**config.mk**
```make
export PLATFORM = sky130hd
export DESIGN_NAME = set_assoc_cache_lru_tags_top
export DESIGN_NICKNAME = d
export VERILOG_FILES = /design/src/rtl/sac_pkg.sv /design/src/rtl/sac_ram.sv /design/src/rtl/sac_lookup.sv /design/src/rtl/set_assoc_cache_lru_tags_top.sv
export SDC_FILE = /design/constraint.sdc
export NUM_CORES = 2
export LEC_CHECK = 0
export BUFFER_PORTS_ARGS = -buffer_cell sky130_fd_sc_hd__buf_4
export CORE_ASPECT_RATIO = 0.75
export CORE_MARGIN = 4
export CORE_UTILIZATION = 29
export CTS_BUF_LIST = sky130_fd_sc_hd__clkbuf_4
export CTS_CLUSTER_DIAMETER = 200
export DETAILED_ROUTE_END_ITERATION = 10
export MAX_ROUTING_LAYER = met4
export PLACE_DENSITY = 0.45
export SLEW_MARGIN = 20
export SYNTH_ARGS = -nofsm -noshare
export SYNTH_HDL_FRONTEND = slang
export SYNTH_SLANG_ARGS = --single-unit
```
**constraint.sdc**
```tcl
create_clock -name aclk -period 9 [get_ports aclk]
set_input_delay 0.9 -clock aclk [delete_from_list [all_inputs] [get_ports aclk]]
set_output_delay 0.9 -clock aclk [all_outputs]
set_load 0.05 [all_outputs]
```
**src/rtl/sac_pkg.sv**
```systemverilog
`timescale 1ns / 1ps
// Shared types, constants and helper functions of the set-associative cache tag controller.
// Used by every module under rtl/ except sac_ram; depends on nothing else.
package sac_pkg;

    // Geometry of the cache.
    localparam int NUM_SETS     = 16;
    localparam int NUM_WAYS     = 8;
    localparam int ADDRESS_BITS = 16;

    // Address layout: the set field is bits 5..2, the tag starts at bit 6.
    localparam int SET_SHIFT      = 2;
    localparam int TAG_SHIFT      = 6;
    localparam int SET_FIELD_BITS = TAG_SHIFT - SET_SHIFT;
    localparam int SET_FIELD_MAX  = (1 << SET_FIELD_BITS) - 1;

    localparam int SET_W  = $clog2(NUM_SETS);
    localparam int WAY_W  = $clog2(NUM_WAYS);
    localparam int AGE_W  = $clog2(NUM_WAYS);
    localparam int TAG_W  = ADDRESS_BITS - TAG_SHIFT;

    // Width used while folding the set field into the set range.
    localparam int SET_CALC_W = (SET_FIELD_BITS > SET_W + 1) ? SET_FIELD_BITS : SET_W + 1;
    localparam int SET_FOLD_STEPS = SET_FIELD_MAX / NUM_SETS;

    // Stream widths, padded to whole bytes.
    localparam int IN_TDATA_W  = ((ADDRESS_BITS + 7) / 8) * 8;
    localparam int OUT_TDATA_W = 8;

    typedef enum logic {
        CMD_READ  = 1'b0,
        CMD_WRITE = 1'b1
    } cmd_t;

    typedef logic [SET_W-1:0]    set_idx_t;
    typedef logic [WAY_W-1:0]    way_idx_t;
    typedef logic [AGE_W-1:0]    age_t;
    typedef logic [TAG_W-1:0]    tag_t;
    typedef logic [NUM_WAYS-1:0] way_vec_t;
    typedef age_t [NUM_WAYS-1:0] age_row_t;
    typedef tag_t [NUM_WAYS-1:0] tag_row_t;

    localparam age_t AGE_YOUNGEST = AGE_W'(NUM_WAYS - 1);

    // Per-set bookkeeping that lives in flip-flops.
    typedef struct packed {
        way_vec_t valid;
        way_vec_t dirty;
        age_row_t age;
    } set_meta_t;

    // What one read reports.
    typedef struct packed {
        logic hit;
        logic dirty;
    } sac_result_t;

    // Reduces the 4-bit set field to the set range by repeated subtraction.
    function automatic set_idx_t set_index(input logic [SET_FIELD_BITS-1:0] field);
        logic [SET_CALC_W-1:0] v;
        v = SET_CALC_W'(field);
        for (int i = 0; i < SET_FOLD_STEPS; i++) begin
            if (v >= SET_CALC_W'(NUM_SETS)) begin
                v = v - SET_CALC_W'(NUM_SETS);
            end
        end
        return v[SET_W-1:0];
    endfunction

endpackage

```
**src/rtl/sac_ram.sv**
```systemverilog
`timescale 1ns / 1ps
// Generic simple dual-port RAM: one write port and one read port with registered read data.
// Stand-alone; no package dependency.
module sac_ram #(
    parameter int WIDTH = 8,
    parameter int DEPTH = 16
) (
    input  logic                     aclk,
    input  logic                     we,
    input  logic [$clog2(DEPTH)-1:0] waddr,
    input  logic [WIDTH-1:0]         wdata,
    input  logic [$clog2(DEPTH)-1:0] raddr,
    output logic [WIDTH-1:0]         rdata
);

    logic [WIDTH-1:0] mem [DEPTH];
    logic [WIDTH-1:0] rdata_reg;

    // A read of the address being written returns the old contents.
    always_ff @(posedge aclk) begin
        if (we) begin
            mem[waddr] <= wdata;
        end
        rdata_reg <= mem[raddr];
    end

    assign rdata = rdata_reg;

endmodule

```
**src/rtl/sac_lookup.sv**
```systemverilog
`timescale 1ns / 1ps
// Tag compare, victim choice and LRU/dirty update for one set, all combinational.
// Depends on sac_pkg.
module sac_lookup (
    input  sac_pkg::cmd_t        cmd,
    input  sac_pkg::tag_t        tag,
    input  sac_pkg::tag_row_t    tag_row,
    input  sac_pkg::set_meta_t   meta,
    output sac_pkg::tag_row_t    tag_row_next,
    output sac_pkg::set_meta_t   meta_next,
    output sac_pkg::sac_result_t result
);
    import sac_pkg::*;

    way_vec_t hit_vec;
    logic     hit;
    way_idx_t hit_way;
    way_idx_t victim_way;
    way_idx_t sel_way;
    logic     hit_found;
    logic     victim_found;
    age_t     old_age;

    always_comb begin
        hit_way      = '0;
        victim_way   = '0;
        hit_found    = 1'b0;
        victim_found = 1'b0;
        for (int w = 0; w < NUM_WAYS; w++) begin
            hit_vec[w] = meta.valid[w] && (tag_row[w] == tag);
            if (hit_vec[w] && !hit_found) begin
                hit_way   = WAY_W'(w);
                hit_found = 1'b1;
            end
            if ((meta.age[w] == '0) && !victim_found) begin
                victim_way   = WAY_W'(w);
                victim_found = 1'b1;
            end
        end
        hit     = |hit_vec;
        sel_way = hit ? hit_way : victim_way;
        old_age = meta.age[sel_way];
    end

    always_comb begin
        tag_row_next = tag_row;
        meta_next    = meta;
        // The touched way becomes youngest; every way younger than it ages by one.
        for (int w = 0; w < NUM_WAYS; w++) begin
            if (WAY_W'(w) == sel_way) begin
                meta_next.age[w] = AGE_YOUNGEST;
            end else if (meta.age[w] > old_age) begin
                meta_next.age[w] = meta.age[w] - age_t'(1);
            end
        end
        meta_next.valid[sel_way] = 1'b1;
        tag_row_next[sel_way]    = tag;
        if (cmd == CMD_WRITE) begin
            meta_next.dirty[sel_way] = 1'b1;
        end else if (!hit) begin
            meta_next.dirty[sel_way] = 1'b0;
        end
        result.hit   = hit;
        result.dirty = meta.dirty[sel_way];
    end

endmodule

```
**src/rtl/set_assoc_cache_lru_tags_top.sv**
```systemverilog
`timescale 1ns / 1ps
// Top level of the 16-set, 8-way write-back cache tag controller with true LRU replacement.
// Depends on sac_pkg, sac_ram and sac_lookup.
//
// Usage:
//   Requests enter on the s_ channel: s_tdata carries the byte address, s_tuser the access
//   kind (0 read, 1 write). Every read produces one response on the m_ channel with the
//   hit flag and the dirty flag (on a miss, the dirty bit of the evicted line, meaning a
//   write-back is needed). Writes update the tags but produce no response.
//   Pipeline: a read accepted at one clock edge is held in the input register and processed
//   at the next edge at which the output register is free; its response is valid right
//   after that edge. Throughput: one request per cycle when not stalled. Each request is
//   handled by a single pass through the tag compare and LRU update logic; the tag RAM
//   read is issued as the request is accepted, and a forwarding register covers
//   back-to-back requests to the same set.
//   Reset: all lines become invalid and clean, ages restart at the way number. Tags need
//   no clearing because an invalid line never compares. No clearing pass is required.
//   Stall: when m_tready is low with a response waiting, s_tready drops and the request
//   in the input register holds until the response is taken.
module set_assoc_cache_lru_tags_top (
    input  logic                             aclk,
    input  logic                             aresetn,
    input  logic                             s_tvalid,
    output logic                             s_tready,
    input  logic [sac_pkg::IN_TDATA_W-1:0]   s_tdata,  // [15:0] address
    input  logic                             s_tuser,  // [0] cmd
    output logic                             m_tvalid,
    input  logic                             m_tready,
    output logic [sac_pkg::OUT_TDATA_W-1:0]  m_tdata   // [0] hit, [1] dirty, rest zero
);
    import sac_pkg::*;

    // Input register.
    logic     in_valid_reg;
    cmd_t     in_cmd_reg;
    set_idx_t in_set_reg;
    tag_t     in_tag_reg;

    // Output register.
    logic        out_valid_reg;
    sac_result_t out_res_reg;

    // Per-set bookkeeping in flip-flops.
    set_meta_t meta_reg [NUM_SETS];

    // Tag forwarding for a read that collided with the write of the same set.
    logic     fwd_valid_reg;
    tag_row_t fwd_row_reg;

    logic        adv;
    logic        proc;
    set_idx_t    s_set;
    tag_t        s_tag;
    set_idx_t    ram_raddr;
    tag_row_t    ram_rdata;
    tag_row_t    tag_row;
    tag_row_t    tag_row_next;
    set_meta_t   meta_cur;
    set_meta_t   meta_next;
    sac_result_t result;

    assign adv      = !out_valid_reg || m_tready;
    assign s_tready = adv;
    assign proc     = in_valid_reg && adv;

    assign s_set = set_index(s_tdata[SET_SHIFT +: SET_FIELD_BITS]);
    assign s_tag = s_tdata[ADDRESS_BITS-1:TAG_SHIFT];

    // While stalled the held request re-reads its own set so the RAM output stays aligned.
    assign ram_raddr = adv ? s_set : in_set_reg;

    sac_ram #(
        .WIDTH ($bits(tag_row_t)),
        .DEPTH (NUM_SETS)
    ) u_tag_ram (
        .aclk  (aclk),
        .we    (proc),
        .waddr (in_set_reg),
        .wdata (tag_row_next),
        .raddr (ram_raddr),
        .rdata (ram_rdata)
    );

    assign tag_row  = fwd_valid_reg ? fwd_row_reg : ram_rdata;
    assign meta_cur = meta_reg[in_set_reg];

    sac_lookup u_lookup (
        .cmd          (in_cmd_reg),
        .tag          (in_tag_reg),
        .tag_row      (tag_row),
        .meta         (meta_cur),
        .tag_row_next (tag_row_next),
        .meta_next    (meta_next),
        .result       (result)
    );

    always_ff @(posedge aclk) begin
        if (!aresetn) begin
            in_valid_reg  <= 1'b0;
            out_valid_reg <= 1'b0;
            fwd_valid_reg <= 1'b0;
        end else begin
            if (adv) begin
                in_valid_reg  <= s_tvalid;
                out_valid_reg <= in_valid_reg && (in_cmd_reg == CMD_READ);
            end
            fwd_valid_reg <= proc && (ram_raddr == in_set_reg);
        end
    end

    always_ff @(posedge aclk) begin
        if (adv) begin
            in_cmd_reg <= cmd_t'(s_tuser);
            in_set_reg <= s_set;
            in_tag_reg <= s_tag;
        end
        if (proc) begin
            out_res_reg <= result;
        end
        fwd_row_reg <= tag_row_next;
    end

    always_ff @(posedge aclk) begin
        if (!aresetn) begin
            for (int s = 0; s < NUM_SETS; s++) begin
                meta_reg[s].valid <= '0;
                meta_reg[s].dirty <= '0;
                for (int w = 0; w < NUM_WAYS; w++) begin
                    meta_reg[s].age[w] <= AGE_W'(w);
                end
            end
        end else if (proc) begin
            meta_reg[in_set_reg] <= meta_next;
        end
    end

    assign m_tvalid = out_valid_reg;
    assign m_tdata  = OUT_TDATA_W'({out_res_reg.dirty, out_res_reg.hit});

endmodule

```
==> summary.txt <==
Run status
  • Status: completed

Synth
  • Cell variety after synth: 73
  • Post-synth EDFFs: 1933
  • Most used DFF post-synth: edfxtp_1
  • Yosys Warn Count: 0
  • Register bit total from synthesis: 2100
  • Post-synthesis sequential area ratio: 0.709
  • Fraction of registers with async set/reset: 0
  • Post-synthesis cell area: 0.0865 mm2
  • Post-Synthesis Cells: 6500
  • Syn_area_per_cell: 13.3 um2

Critical path
  • CP Max Fanout: 41
  • Crit path launch type: flop
  • Crit path kind: flop to flop
  • Most used cell, CP: ha_1
  • Setup slack, reg-to-reg: 1.72 ns
  • Arr. time, crit path: 8.13 ns
  • Worst setup EP type: flop
  • CP Data Required Time: 9.85 ns
  • Worst path max stage delay: 0.98 ns
  • Slowest-stage cell, CP: dfxtp_4
  • Worst path buffer plus inverter count: 3
  • Top delay family on crit path: compound AO/OA/AOI/OAI gates
  • Cell chain of the critical path: buf_12 > mux4_2 > mux4_2 > inv_1 > ha_1 > ha_1 > o21bai_1 > a21oi_1 > a21oi_1 > o21ai_0 > a211o_1 > nand2_1 > o21ai_0 > buf_4 > ha_1 > nor2_1 > o31ai_2 > a31oi_2 > xnor2_2 > nand3_1

Floorplan
  • Die Y: 481 um
  • Core Region: 0.297 mm2
  • # rows: 173
  • IO Count: 31
  • Initial core utilization: 0.292
  • Chip Width: 639 um
  • Die area: 0.307 mm2

Route
  • Iter 0 DRT Violations: 5498
  • Vias/cell: 5.03
  • DRC: 0
  • Final wirelength: 279000 um
  • Routed len/inst: 24.9 um
  • Drt pass-1 iters: 8
  • ANT nets after route: 0
  • Via Count: 56.4k

Timing
  • Fin. Hold Viols: 0
  • Final critical-path required period: 7.28 ns
  • Tightest Pin Transition: 1.17 ns
  • Fin. max-slew vios: 0
  • Max Freq: 137 MHz
  • Headroom to the max-slew limit: 0.218
  • RSZ-0062 raised after global routing: false
  • Setup-failing EPs final: 0
  • Fin Clk Skew: 0.173 ns
  • Sum Neg Setup Slack: 0 ns
  • Final period utilization: 0.809

Clock tree
  • Root Driver: clkbuf_4
  • Post-CTS setup buffers: 0
  • CTS H-tree lvls: 6
  • Clock sink count: 2100
  • Inserted Clock Buffers: 568
  • Clock Path Buffers: 4
  • Clk pin slew, worst setup/hold paths: 0.06 ns
  • Clock Latency Late Sink: 1.32 ns
  • CTS tree: yes

Global routing
  • Initial antenna violation count: 10
  • GR Util met1: 0.261
  • First-pass GRT wire length: 400000 um
  • Grt ovf: 0
  • Met2 GRT Util: 0.267
  • Largest net degree at the start of global routing: 148
  • Global router's overall resource usage: 0.183
  • Vias in the first global route: 55.7k
  • Global Route met3 Usage: 0.0314
  • Busiest grt layer: met2

Placed design
  • Dpl hpwl: 137000 um
  • IO buf count: 22
  • Gpl congestion: 0.840

Final layout
  • Most frequent cells in the layout: edfxtp_1 (1933), nand2_1 (1417), clkbuf_4 (859), nand3_1 (722), nor2_1 (504)
  • Largest register FFs: 1280
  • Most common cell after layout, fill and taps aside: edfxtp_1
  • NumNets Final: 6891
  • Ratio of cells with drive above 1 in the final layout: 0.206
  • Layout Area Growth over Synthesis: 15.2%

Hold path
  • Hold WC Path Type: input pin to flop

Power
  • Cell Pwr Density: 221 mW/mm2
  • VDD IR-drop max: 0.0754 mV
  • Leakage Power: 33.7 nW
  • Design Power: 22.0 mW

Flow run
  • Max_cap viols: 0
-- cells in the mapped netlist (35+ instances only) --
cell type	number	area (um2)
nand2b_1	36	225
clkbuf_1	407	1530
edfxtp_1	1933	58000
mux2i_1	96	961
nand4_1	35	219
nand2_1	1417	5320
and3_1	82	513
a21oi_1	157	786
buf_2	45	225
dfxtp_1	167	3340
a311oi_1	160	1400
a31oi_1	88	551
xnor2_1	82	718
nor2_1	526	1970
mux4_2	188	4230
inv_1	38	143
nand3_1	729	3650
-- worst reg2reg max path: stages (launching register included) --
cell and delay (ns):
dfxtp_4 0.98, buf_12 0.44, mux4_2 0.66, mux4_2 0.61
inv_1 0.15, ha_1 0.16, ha_1 0.22, o21bai_1 0.10
a21oi_1 0.16, a21oi_1 0.09, o21ai_0 0.29, a211o_1 0.30
nand2_1 0.40, o21ai_0 0.52, buf_4 0.26, ha_1 0.25
nor2_1 0.17, o31ai_2 0.12, a31oi_2 0.57, xnor2_2 0.39
nand3_1 0.16
-- layout make-up --
class                      instances  area [um2]
antenna                           11        27.5
clock buffer                     859        6450
clock inverter                   129         808
fill                           29100      197000
inverter                          40         170
multi-input combinational       3874       23500
sequential                      2100       61400
tap                             3937        4930
timing repair buffer             262        2370
-- worst paths after layout --
kind,startpoint,endpoint,depth (start not counted)
worst max-delay path,in_set_reg[0],meta_reg[13][15],20
worst min-delay path,s_tdata[15],in_tag_reg[9],2
worst max register to register,in_set_reg[0],meta_reg[13][15],20
worst min register to register,in_valid_reg,m_tvalid,2
-- per-stage QoR --
step	setup WS (ns)	instances	utilization	hold WS, ns	cell area (um2)
3_3_place_gp	1.65	10200	0.310	0.486	92100
2_1_floorplan	1.55	6505	-	0.459	86600
3_5_place_dp	1.66	10200	0.310	0.490	92100
4_1_cts	1.65	11200	0.335	0.153	99500
6_report	1.72	11200	0.336	0.331	99700
5_1_grt	1.21	11200	0.336	0.214	99700
-- repair_timing --
item	in CTS	in global routing
resized for setup	0	0
hold buffers	15	0
hold endpoints to repair	14	0
-- report_power, final --
group / switching, mW / internal, mW
logic: 1.57 / 0.602
registers: 0.0837 / 11.1
clock network: 4.02 / 4.65
total: 5.67 / 16.3
-- per-layer routing --
metal,vias up,part of all wire
li1,25100,-
met2,2164,0.44
met1,28800,0.47
met4,0,0.022
met5,-,0
met3,431,0.069
-- kinds of logic (layout without fill, tap and decap cells) --
| family | after synthesis | in the layout | share of synthesized area |
|---|---|---|---|
| AO/OA/AOI/OAI | 551 | 551 | 0.0466 |
| XOR/XNOR | 88 | 88 | 0.00943 |
| adder cells (fa/ha/maj) | 25 | 25 | 0.00360 |
| buffers and inverters | 531 | 1290 | 0.0251 |
| flip-flops | 2100 | 2100 | 0.709 |
| multiplexers | 291 | 291 | 0.0610 |
| other | 1 | 17 | 0.0000433 |
| AND/OR/NAND/NOR | 2913 | 2913 | 0.145 |
Power figures use the tool's default switching activity.
